<file path="config.mk">
export PLATFORM = sky130hd
export DESIGN_NAME = gcpfra_ctrl
export DESIGN_NICKNAME = d
export VERILOG_FILES = /design/src/design/gcpfra_pkg.sv /design/src/design/gcpfra_ctrl.sv
export SDC_FILE = /design/constraint.sdc
export NUM_CORES = 1
export LEC_CHECK = 0
export ABC_CLOCK_PERIOD_IN_PS = 2600
export BUFFER_PORTS_ARGS = -buffer_cell sky130_fd_sc_hd__buf_2
export CAP_MARGIN = 0
export CORE_MARGIN = 2
export CORE_UTILIZATION = 59
export CTS_BUF_LIST = sky130_fd_sc_hd__clkbuf_4 sky130_fd_sc_hd__clkbuf_8
export CTS_CLUSTER_DIAMETER = 50
export DETAILED_ROUTE_END_ITERATION = 12
export PLACE_DENSITY = 0.81
export SETUP_SLACK_MARGIN = 0.15
export SLEW_MARGIN = 40
export SYNTH_ARGS = -nofsm -noshare
export SYNTH_HDL_FRONTEND = slang
export SYNTH_SLANG_ARGS = --single-unit
</file>
<file path="constraint.sdc">
create_clock -name clk -period 2.6 [get_ports clk]
set_input_delay 0.39 -clock clk [delete_from_list [all_inputs] [get_ports clk]]
set_output_delay 0.39 -clock clk [all_outputs]
set_load 0.02 [all_outputs]
</file>
<file path="src/design/gcpfra_pkg.sv">
`timescale 1ns / 1ps

package gcpfra_pkg;

    localparam int PAGE_BLOCKS_MAX_DEF = 1024;
    localparam int RUNS_MAX_DEF        = 512;

    localparam int CMD_W        = 3;
    localparam int COUNT_W      = 8;
    localparam int INDEX_W      = 10;
    localparam int GRANT_W      = 10;
    localparam int FU_W         = 10;
    localparam int PB_W         = 11;
    localparam int CFG_IDX_W    = 2;
    localparam int CFG_DATA_W   = 11;

    localparam logic [CMD_W-1:0] CMD_INIT       = 3'd0;
    localparam logic [CMD_W-1:0] CMD_ALLOC      = 3'd1;
    localparam logic [CMD_W-1:0] CMD_BEGIN_MARK = 3'd2;
    localparam logic [CMD_W-1:0] CMD_MARK       = 3'd3;
    localparam logic [CMD_W-1:0] CMD_SWEEP      = 3'd4;

    localparam logic [CFG_IDX_W-1:0] CFG_VAR_MODE     = 2'd0;
    localparam logic [CFG_IDX_W-1:0] CFG_FIRST_USABLE = 2'd1;
    localparam logic [CFG_IDX_W-1:0] CFG_PAGE_BLOCKS  = 2'd2;

    localparam logic [PB_W-1:0] PAGE_BLOCKS_RST = 11'd1024;

    typedef struct packed {
        logic [CMD_W-1:0]   cmd;
        logic [COUNT_W-1:0] block_count;
        logic [INDEX_W-1:0] block_index;
    } in_item_t;

    typedef struct packed {
        logic               status;
        logic [GRANT_W-1:0] granted_block;
    } out_item_t;

    typedef enum logic [3:0] {
        OP_NONE,
        OP_ACCEPT,
        OP_CLR_ALL,
        OP_CLR_MARK,
        OP_INIT_RUN,
        OP_MARK,
        OP_SW_START,
        OP_SW_RD,
        OP_SW_EV,
        OP_AL_START,
        OP_AL_RD,
        OP_AL_EV,
        OP_AL_ZERO,
        OP_LOAD_OUT
    } dp_op_t;

    typedef struct packed {
        logic clr_last;
        logic pending;
        logic sw_end;
        logic al_end;
        logic al_fit;
        logic al_multi;
        logic zero_last;
    } dp_status_t;

endpackage

</file>
<file path="src/design/gcpfra_ctrl.sv">
`timescale 1ns / 1ps

module gcpfra_ctrl (
    input  logic                             clk,
    input  logic                             rst_n,
    input  logic                             in_valid,
    input  logic [gcpfra_pkg::CMD_W-1:0]     in_cmd,
    output logic                             in_stall,
    output logic                             out_valid,
    input  logic                             out_stall,
    output gcpfra_pkg::dp_op_t               op,
    input  gcpfra_pkg::dp_status_t           st
);
    import gcpfra_pkg::*;

    typedef enum logic [13:0] {
        S_RST_CLR  = 14'b00000000000001,
        S_IDLE     = 14'b00000000000010,
        S_CLR_ALL  = 14'b00000000000100,
        S_CLR_MARK = 14'b00000000001000,
        S_INIT_RUN = 14'b00000000010000,
        S_MARK     = 14'b00000000100000,
        S_SW_START = 14'b00000001000000,
        S_SW_RD    = 14'b00000010000000,
        S_SW_EV    = 14'b00000100000000,
        S_AL_START = 14'b00001000000000,
        S_AL_RD    = 14'b00010000000000,
        S_AL_EV    = 14'b00100000000000,
        S_AL_ZERO  = 14'b01000000000000,
        S_DONE     = 14'b10000000000000
    } state_t;

    state_t           state_reg, state_next;
    logic [CMD_W-1:0] cmd_reg, cmd_next;
    logic             out_valid_reg, out_valid_next;

    assign in_stall  = (state_reg != S_IDLE);
    assign out_valid = out_valid_reg;

    always_comb
    begin
        state_next     = state_reg;
        cmd_next       = cmd_reg;
        op             = OP_NONE;
        out_valid_next = out_valid_reg && out_stall;
        case (state_reg)
            S_RST_CLR:
            begin
                op = OP_CLR_ALL;
                if (st.clr_last)
                begin
                    state_next = S_IDLE;
                end
            end
            S_IDLE:
            begin
                if (in_valid)
                begin
                    op       = OP_ACCEPT;
                    cmd_next = in_cmd;
                    case (in_cmd)
                        CMD_INIT:       state_next = S_CLR_ALL;
                        CMD_ALLOC:      state_next = st.pending ? S_SW_START : S_AL_START;
                        CMD_BEGIN_MARK: state_next = S_CLR_MARK;
                        CMD_MARK:       state_next = S_MARK;
                        CMD_SWEEP:      state_next = st.pending ? S_SW_START : S_DONE;
                        default:        state_next = S_DONE;
                    endcase
                end
            end
            S_CLR_ALL:
            begin
                op = OP_CLR_ALL;
                if (st.clr_last)
                begin
                    state_next = S_INIT_RUN;
                end
            end
            S_CLR_MARK:
            begin
                op = OP_CLR_MARK;
                if (st.clr_last)
                begin
                    state_next = S_DONE;
                end
            end
            S_INIT_RUN:
            begin
                op         = OP_INIT_RUN;
                state_next = S_DONE;
            end
            S_MARK:
            begin
                op         = OP_MARK;
                state_next = S_DONE;
            end
            S_SW_START:
            begin
                op         = OP_SW_START;
                state_next = S_SW_RD;
            end
            S_SW_RD:
            begin
                op = OP_SW_RD;
                if (st.sw_end)
                begin
                    state_next = (cmd_reg == CMD_ALLOC) ? S_AL_START : S_DONE;
                end
                else
                begin
                    state_next = S_SW_EV;
                end
            end
            S_SW_EV:
            begin
                op         = OP_SW_EV;
                state_next = S_SW_RD;
            end
            S_AL_START:
            begin
                op         = OP_AL_START;
                state_next = S_AL_RD;
            end
            S_AL_RD:
            begin
                op         = OP_AL_RD;
                state_next = st.al_end ? S_DONE : S_AL_EV;
            end
            S_AL_EV:
            begin
                op = OP_AL_EV;
                if (st.al_fit)
                begin
                    state_next = st.al_multi ? S_AL_ZERO : S_DONE;
                end
                else
                begin
                    state_next = S_AL_RD;
                end
            end
            S_AL_ZERO:
            begin
                op = OP_AL_ZERO;
                if (st.zero_last)
                begin
                    state_next = S_DONE;
                end
            end
            S_DONE:
            begin
                // The result register may still hold an earlier beat.
                if (!out_valid_reg || !out_stall)
                begin
                    op             = OP_LOAD_OUT;
                    out_valid_next = 1'b1;
                    state_next     = S_IDLE;
                end
            end
            default:
            begin
                state_next = S_IDLE;
            end
        endcase
    end

    always_ff @(posedge clk or negedge rst_n)
    begin
        if (!rst_n)
        begin
            state_reg     <= S_RST_CLR;
            cmd_reg       <= CMD_INIT;
            out_valid_reg <= 1'b0;
        end
        else
        begin
            state_reg     <= state_next;
            cmd_reg       <= cmd_next;
            out_valid_reg <= out_valid_next;
        end
    end

endmodule

</file>
# ---- Word-level counts from Yosys, hierarchy flattened
# Index checks and enable logic that the tools add are counted.
dict set report word_totals {
  register_bits 18
  input_bits 14
  out_inout_bits 6
  wordCells 59
}
dict set report classes {
  n_eq_ne 26
  mux 20
  n_reduce_logical 10
}
# op n
set ops {}
lappend ops {{$mux 14} 12}
lappend ops {{$pmux 14 s12} 1}
lappend ops {{$pmux 14 s5} 1}
lappend ops {{$pmux 4 s13} 1}
lappend ops {{$eq 14x1->1 const B} 1}
lappend ops {{$eq 14x10->1 const B} 1}
lappend ops {{$eq 14x11->1 const B} 1}
lappend ops {{$eq 14x12->1 const B} 1}
lappend ops {{$eq 14x13->1 const B} 1}
lappend ops {{$eq 14x14->1 const B} 1}
lappend ops {{$eq 14x2->1 const B} 1}
lappend ops {{$eq 14x3->1 const B} 1}
lappend ops {{$eq 14x4->1 const B} 1}
lappend ops {{$eq 14x5->1 const B} 1}
lappend ops {{$eq 14x6->1 const B} 1}
lappend ops {{$eq 14x7->1 const B} 1}
lappend ops {{$eq 14x8->1 const B} 1}
lappend ops {{$eq 14x9->1 const B} 1}
lappend ops {{$ne 14x2->1 const B} 1}
lappend ops {{$ne 2x2->1 const B} 6}
lappend ops {{$mux 10} 1}
lappend ops {{$eq 3x1->1 const B} 2}
lappend ops {{$eq 3x2->1 const B} 2}
lappend ops {{$reduce_and 6->1} 1}
lappend ops {{9 further kinds} 14}

# ---- Logic depth before layout (Yosys ltp)
# Gate-level depths: netlist (run 1).
dict set report logic_depth {
  ltp_word 4
  ltp_mapped 8
}

# ---- Worst setup path after synthesis (run 1)
# OpenSTA, ideal clock, no wires.
dict set report synth_timing {
  path_kind {register to output}
  from {reg state_reg[0]}
  to {out op[0]}
  arrival_time_ns 1.874
  t_required_ns 2.210
  path_slack_ns 0.336
  path_stages_with_launch 7
  path_buffers 1
  path_cell_list {dfstp_2 buf_2 nor4_2 nand3_1 or3_1 o41a_1 nand4_1}
}
dict set report synth_between {
  elab_chain_len 3
  word_cells_on_any_way 16
  classes_between {eq/ne: 14; mux: 1; reduce/logical: 1}
}
# item line_no
set synth_rtl {}
lappend synth_rtl {{start: declaration} gcpfra_ctrl.sv:33} ;# state_t state_reg, state_next;
lappend synth_rtl {{start signal: assignment} gcpfra_ctrl.sv:176} ;# state_reg <= state_next;
lappend synth_rtl {{$eq 14x3->1 or $eq 14x1->1 (tied branches)} gcpfra_ctrl.sv:46} ;# case (state_reg)
lappend synth_rtl {{$reduce_or 2->1 (no line)} -}
lappend synth_rtl {{$pmux 4 s13 *} gcpfra_ctrl.sv:46}
lappend synth_rtl {{end: declaration} gcpfra_ctrl.sv:11} ;# output gcpfra_pkg::dp_op_t op,
# Mark *: on every way between the ends. The rest lies on a longest branch, timed or not.

# ---- Final worst setup path (run 1)
dict set report layout_timing {
  from {reg state_reg[3]}
  to {out op[0]}
}
# Same word-level chain as after synthesis.

==> results of run 1 <==
## critical path, cell delays in order (launching register included)
cell and delay [ns]:
dfrtp_2 0.47, buf_4 0.16, nor4b_1 0.43, and3_1 0.31
nand2_2 0.14, nand4_1 0.12, buf_4 0.15
## layout by cell type, fill, tap and decap left out, types with 5 or more instances in the layout
cell | synthesis | layout
nor3_1 | 6 | 6
inv_1 | 6 | 6
mux2_1 | 5 | 5
nand4_1 | 5 | 5
nand2_1 | 16 | 15
nor4b_1 | 5 | 5
dfrtp_2 | 0 | 9
buf_2 | 4 | 17
buf_4 | 0 | 16
o21ai_0 | 5 | 5
nor2_1 | 14 | 13
dfrtp_1 | 17 | 8
## power by group through the flow
stage          sequential (mW)  clock (mW)  combinational [mW]
4_1_cts                  0.418       0.176               0.641
2_1_floorplan            0.375           0               0.477
5_1_grt                  0.424       0.186               0.819
6_report                 0.414       0.177               0.757
3_3_place_gp             0.410           0               0.594
3_5_place_dp             0.417           0               0.603
## logic make-up after synthesis
group / after synthesis / share of synthesized area, %
xor+xnor: 7 / 4.588
buf+inv: 18 / 5.992
simple gates: 79 / 35.58
compound gates: 27 / 14.98
flops: 18 / 33.80
mux: 6 / 5.056
## layer usage
metal / global-route usage, % / vias to the layer above / wire length (um)
li1: - / 635 / -
met1: 37.36 / 629 / 1443
met2: 44.44 / 73 / 1680
met3: 2.299 / 11 / 277
met4: 11.40 / 0 / 88
met5: 0 / - / 0
## through the flow
| step | instance area (sq um) | hold slack [ns] |
|---|---|---|
| floorplan | 1336 | 0.09441 |
| global placement | 1428 | 0.3365 |
| detailed placement | 1428 | 0.3377 |
| CTS | 1511 | 0.01030 |
| global route | 1617 | 0.02263 |
| finish | 1617 | -0.001993 |
## how the worst max path moves through the flow
| stage | start | cells past startpoint | to |
|---|---|---|---|
| 2_1_floorplan | state_reg[0] | 6 | op[0] |
| 3_3_place_gp | state_reg[8] | 6 | op[0] |
| 3_5_place_dp | state_reg[8] | 6 | op[0] |
| 4_1_cts | state_reg[13] | 6 | op[0] |
| 5_1_grt | state_reg[3] | 5 | op[0] |
| 6_report | state_reg[3] | 6 | op[0] |
## timing repair
| item | CTS | global route |
|---|---|---|
| pin swaps | 1 | 3 |
| setup endpoints to repair | 3 | 3 |
| resized for setup | 9 | 12 |
| buffers inserted | 2 | 10 |
## cell type report
type	count	area share (%)
Timing Repair Buffer	33	12.69
Tap cell	28	2.167
Sequential cell	18	28.64
Inverter	7	1.625
Multi-Input combinational cell	119	52.63
Clock buffer	4	2.245
==> results by group, run 1 <==
Final layout
  • Reg area: 462.9 sq um
  • N_diodes: 0
  • Final Util: 74.51%
  • Area growth, synth to finish: 20.97%
  • Footprint of the multi-input gates: 850.8 sq um
  • Fillers: 168
  • Max reg flops: 14
  • # nets final: 196
  • Layout cell share with drive strength beyond 1: 37.02%
  • Layout Cells excl Fill: 209

Clock tree
  • Max clock buf depth: 2
  • Clk Latency, worst-skew pair: 0.30 ns
  • CTS tree: built
  • H-tree Lvls: 1
  • Clock Pin Slew Worst Setup and Hold Paths: 0.10 ns
  • CTS Buf Count: 3
  • Hold_buf cts: 0
  • Root Buffer: clkbuf_4
  • CTS sink cnt: 18

Power
  • Int Power: 0.7674 mW
  • Total power: 1.348 mW
  • Worst VDD drop: 0.6050 mV
  • LEAKAGE: 0.6999 nW
  • Sw Pwr: 0.5809 mW
  • Reg power frac: 30.7%
  • Pwr/cell area: 834.0 mW/mm^2
  • Switching share of total power: 43.08%
  • Logic gate share of total power: 56.2%
  • Clock power frac: 13.1%

GRT
  • First-pass GRT wire length: 5340 um
  • Total gr overflow: 0
  • Largest net degree at the start of global routing: 19
  • Antenna violations before repair: 0
  • Vias in the first global route: 1172
  • GRT Total Usage: 27.28%

Run status
  • Status: finished, violations left
  • Failing checks: hold timing

Yosys
  • Share of the synthesized area in the top cell type: 31.84%
  • Count leader, synth: dfrtp_1
  • Syn nets: 169
  • Avg Inst Size Synth: 8.621 sq um
  • Post-Syn Area: 0.001336 sq mm
  • Ys async rst share: 100.0%
  • FF+latch count, synth: 18
  • Synth cell types: 48
  • Top post-synthesis cells by area: dfrtp_1 (32%), nand2_1 (4.5%), mux2_1 (4.2%)
  • Seq/Total Area, Yosys: 33.80%
  • EDFF count, synth: 0
  • Synthesized instance count: 155
  • Post-synth top flop: dfrtp_1
  • Post-synth top cells: dfrtp_1 (17), nand2_1 (16), nor2_1 (14)
  • Area leader, netlist: dfrtp_1
  • Synth Warn #: 0

Drt
  • Final WL: 3489 um
  • Vias: 1348
  • DRC violations left: 0
  • DR WL/cell: 16.69 um
  • Antenna Violating Nets Remaining: 0
  • DRT Pass-1 Iters: 5
  • Vias per cell: 6.450
  • Initial DRC count: 69

Run
  • Max-cap violations: 0

Timing
  • Worst rel slew slack: 67.91%
  • Final min period: 2.473 ns
  • TNS Setup: 0 ns
  • Max Fclk: 404.4 MHz
  • Pins Over Slew Limit: 0
  • RSZ-0062 raised after global routing: true
  • Worst hold margin: -0.001993 ns
  • Final Hold Fails: 11
  • Final period util: 95.11%
  • Setup Viol. Count Final: 0
  • Setup Skew: 0.001008 ns
  • Final WS setup: 0.1271 ns
  • Slew @ Worst Pin: 0.4747 ns

Placed design
  • Placed insts: 193
  • Dpl ws: 0.3369 ns
  • Dpl hpwl: 2421 um
  • GPL Wtd Cong: 0.9547
  • I/O Buffers: 19

Setup path
  • Worst reg-to-reg setup slack: 0.44 ns
  • CP Max Fanout: 6
  • Worst setup path category: reg -> out
  • Worst Path Arrival: 2.08 ns
  • Crit end category: output port
  • Reg2reg end: state_reg[2]
  • Required @ worst endpoint: 2.21 ns
  • Startpoint of the worst-slack reg-to-reg timing path: state_reg[1]
  • Setup crit start kind: register
  • R2R depth: 6

Floorplan
  • I/O pin count: 20
  • Core ar.: 0.002170 sq mm
  • Die W: 51.59 um
  • DIE AREA: 0.002662 sq mm
  • Die height: 51.59 um
  • Row count: 17
  • Initial core utilization: 61.59%

Min path
  • Hold WC Path Type: in -> async
(Power assumes the default switching activity.)
==> run 2: changes to the inputs <==
--- a/config.mk
+++ b/config.mk
@@ -14,6 +14,7 @@
 export CTS_CLUSTER_DIAMETER = 50
 export DETAILED_ROUTE_END_ITERATION = 12
 export PLACE_DENSITY = 0.81
+export RECOVER_POWER = 50
 export SETUP_SLACK_MARGIN = 0.15
 export SLEW_MARGIN = 40
 export SYNTH_ARGS = -nofsm -noshare
==> results by group, run 2 (synthesis gave the netlist of run 1 again) <==
Run status
  • Status: completed

Final layout
  • # nets final: 196 (unchanged)
  • N_diodes: 0 (unchanged)
  • Most frequent cells in the layout: buf_4 (16), nand2_1 (15), buf_2 (15), nor2_1 (13), dfrtp_2 (9)
  • Final Util: 74.39% (-0.12 points)
  • Commonest non-fill, non-tap cell in the layout: buf_4
  • Max reg flops: 14 (unchanged)
  • Area growth, synth to finish: 20.79%
  • Layout cell share with drive strength beyond 1: 35.91% (-1.1 points)

Floorplan
  • I/O pin count: 20 (unchanged)
  • Row count: 17 (unchanged)
  • DIE AREA: 0.002662 sq mm (unchanged)
  • Die W: 51.59 um (unchanged)
  • Core ar.: 0.002170 sq mm (unchanged)
  • Initial core utilization: 61.59% (unchanged)
  • Die height: 51.59 um (unchanged)

Power
  • Worst VDD drop: 0.6058 mV (+0.14%)
  • LEAKAGE: 0.6930 nW (-0.98%)
  • Pwr/cell area: 834.5 mW/mm^2 (about the same)

Timing
  • Pins Over Slew Limit: 0 (unchanged)
  • Final min period: 2.482 ns (+0.008790 ns)
  • TNS Setup: 0 ns (unchanged)
  • Max Fclk: 402.9 MHz (-0.35%)
  • Setup Viol. Count Final: 0 (unchanged)
  • Setup Skew: 0.002845 ns (+0.001837 ns)
  • Slew @ Worst Pin: 0.9582 ns (+0.4836 ns)
  • Final period util: 95.45% (+0.34 points)
  • RSZ-0062 raised after global routing: true
  • Worst rel slew slack: 36.12% (-32 points)
  • Final Hold Fails: 0 (-11)

Run
  • Max-cap violations: 0 (unchanged)

Clock tree
  • Root Buffer: clkbuf_4
  • Hold_buf cts: 0 (unchanged)
  • CTS Buf Count: 3 (unchanged)
  • Clock Pin Slew Worst Setup and Hold Paths: 0.10 ns (about the same)
  • H-tree Lvls: 1 (unchanged)
  • CTS tree: built
  • Max clock buf depth: 2 (unchanged)
  • CTS sink cnt: 18 (unchanged)
  • Clk Latency, worst-skew pair: 0.30 ns (about the same)

GRT
  • Antenna violations before repair: 0 (unchanged)
  • Largest net degree at the start of global routing: 19 (unchanged)
  • Vias in the first global route: 1172 (unchanged)
  • First-pass GRT wire length: 5340 um (unchanged)
  • Total gr overflow: 0 (unchanged)
  • GRT Total Usage: 27.28% (unchanged)

Placed design
  • I/O Buffers: 19 (unchanged)
  • Dpl hpwl: 2421 um (unchanged)
  • GPL Wtd Cong: 0.9547 (unchanged)

Drt
  • Vias: 1343 (-0.37%)
  • DR WL/cell: 16.67 um (-0.17%)
  • Initial DRC count: 69 (unchanged)
  • DRC violations left: 0 (unchanged)
  • Vias per cell: 6.426 (-0.37%)
  • DRT Pass-1 Iters: 4 (-1)
  • Antenna Violating Nets Remaining: 0 (unchanged)
  • Final WL: 3483 um (-0.17%)

Setup path
  • Required @ worst endpoint: 2.21 ns (about the same)
  • CP Max Fanout: 6 (unchanged)
  • Crit end category: output port
  • Crit-path slowest cell: or4_1
  • Largest delay contributor family on the critical path: simple AND/OR/NAND/NOR gates
  • Worst Path Arrival: 2.09 ns (about the same)
  • CP Depth: 5 (-1)
  • Setup crit start kind: register
  • Crit-path cells: nor4_4 > nand3_2 > or4_1 > nand4_1 > buf_4
  • CP max stage delay: 0.50 ns (+0.03 ns)
  • R2R depth: 6 (unchanged)
  • Worst setup path category: reg -> out
  • WP buf/inv: 1 (-1)

Min path
  • Hold WC Path Type: in -> async
-- run 2: changes by cell type in the layout (fill, tap and decap cells not counted) --
cell / previous run / this run
buf_2: 17 / 15
clkbuf_1: 0 / 2
-- run 2: worst reg2reg max path: cells and delay by family, from the launching register on --
| family | cells | cell delay (ns) |
|---|---|---|
| DFF | 1 | 0.49 |
| AOI/OAI and AO/OA | 2 | 0.29 |
| buffers and inverters | 1 | 0.15 |
| muxes | 1 | 0.35 |
| and+or+nand+nor | 2 | 0.77 |
-- run 2: path summary, 6_finish.rpt --
check,startpoint,to,slack [ns]
setup / recovery,state_reg[3],op[0],0.12
hold / removal,rst_n,cmd_reg[1],0.20
setup reg to reg,state_reg[1],state_reg[2],0.44
hold reg to reg,cmd_reg[0],cmd_reg[0],0.50
max in group asynchronous,rst_n,state_reg[7],1.75
min in group clk,st[3],state_reg[11],0.26
-- run 2: final cells by class --
class	count	area (sq um)
clock buffers	4	36.28
inverters	7	26.28
repair buffers	33	202.7
well taps	28	35.03
multi-input cells	119	850.8
flip-flops and latches	18	462.9
fillers	167	555.5
-- run 2: through the flow --
| stage | worst slack [ns] | power, mW | cell area (sq um) | instances | hold slack (ns) |
|---|---|---|---|---|---|
| after CTS | 0.1532 | 1.235 | 1511 | 199 | 0.01030 |
| after global routing | 0.04926 | 1.426 | 1614 | 209 | 0.2621 |
| after detailed placement | 0.3369 | 1.020 | 1428 | 193 | 0.3377 |
| after global placement | 0.3783 | 1.003 | 1428 | 193 | 0.3365 |
| final | 0.1183 | 1.347 | 1614 | 209 | 0.2041 |
| after floorplan | 0.3356 | 0.8515 | 1336 | 155 | 0.09441 |
-- run 2: report_power, final --
part	switching [mW]	internal (mW)
logic	0.415	0.341
clock network	0.0910	0.0856
registers	0.0758	0.339
total	0.582	0.765
-- run 2: timing repair --
action / CTS / global route
gates resized for setup: 9 / 12
gates cloned: 0 / 0
setup buffers: 2 / 10
pin swaps: 1 / 3
endpoints found under the setup margin: 3 / 3
-- run 2: routing by layer --
layer,up-vias,part of all wire [%],track usage (%)
met2,65,48,44.44
met1,633,42,37.36
met3,13,6.5,2.299
met5,-,0,0
li1,632,-,-
met4,0,2.7,11.40
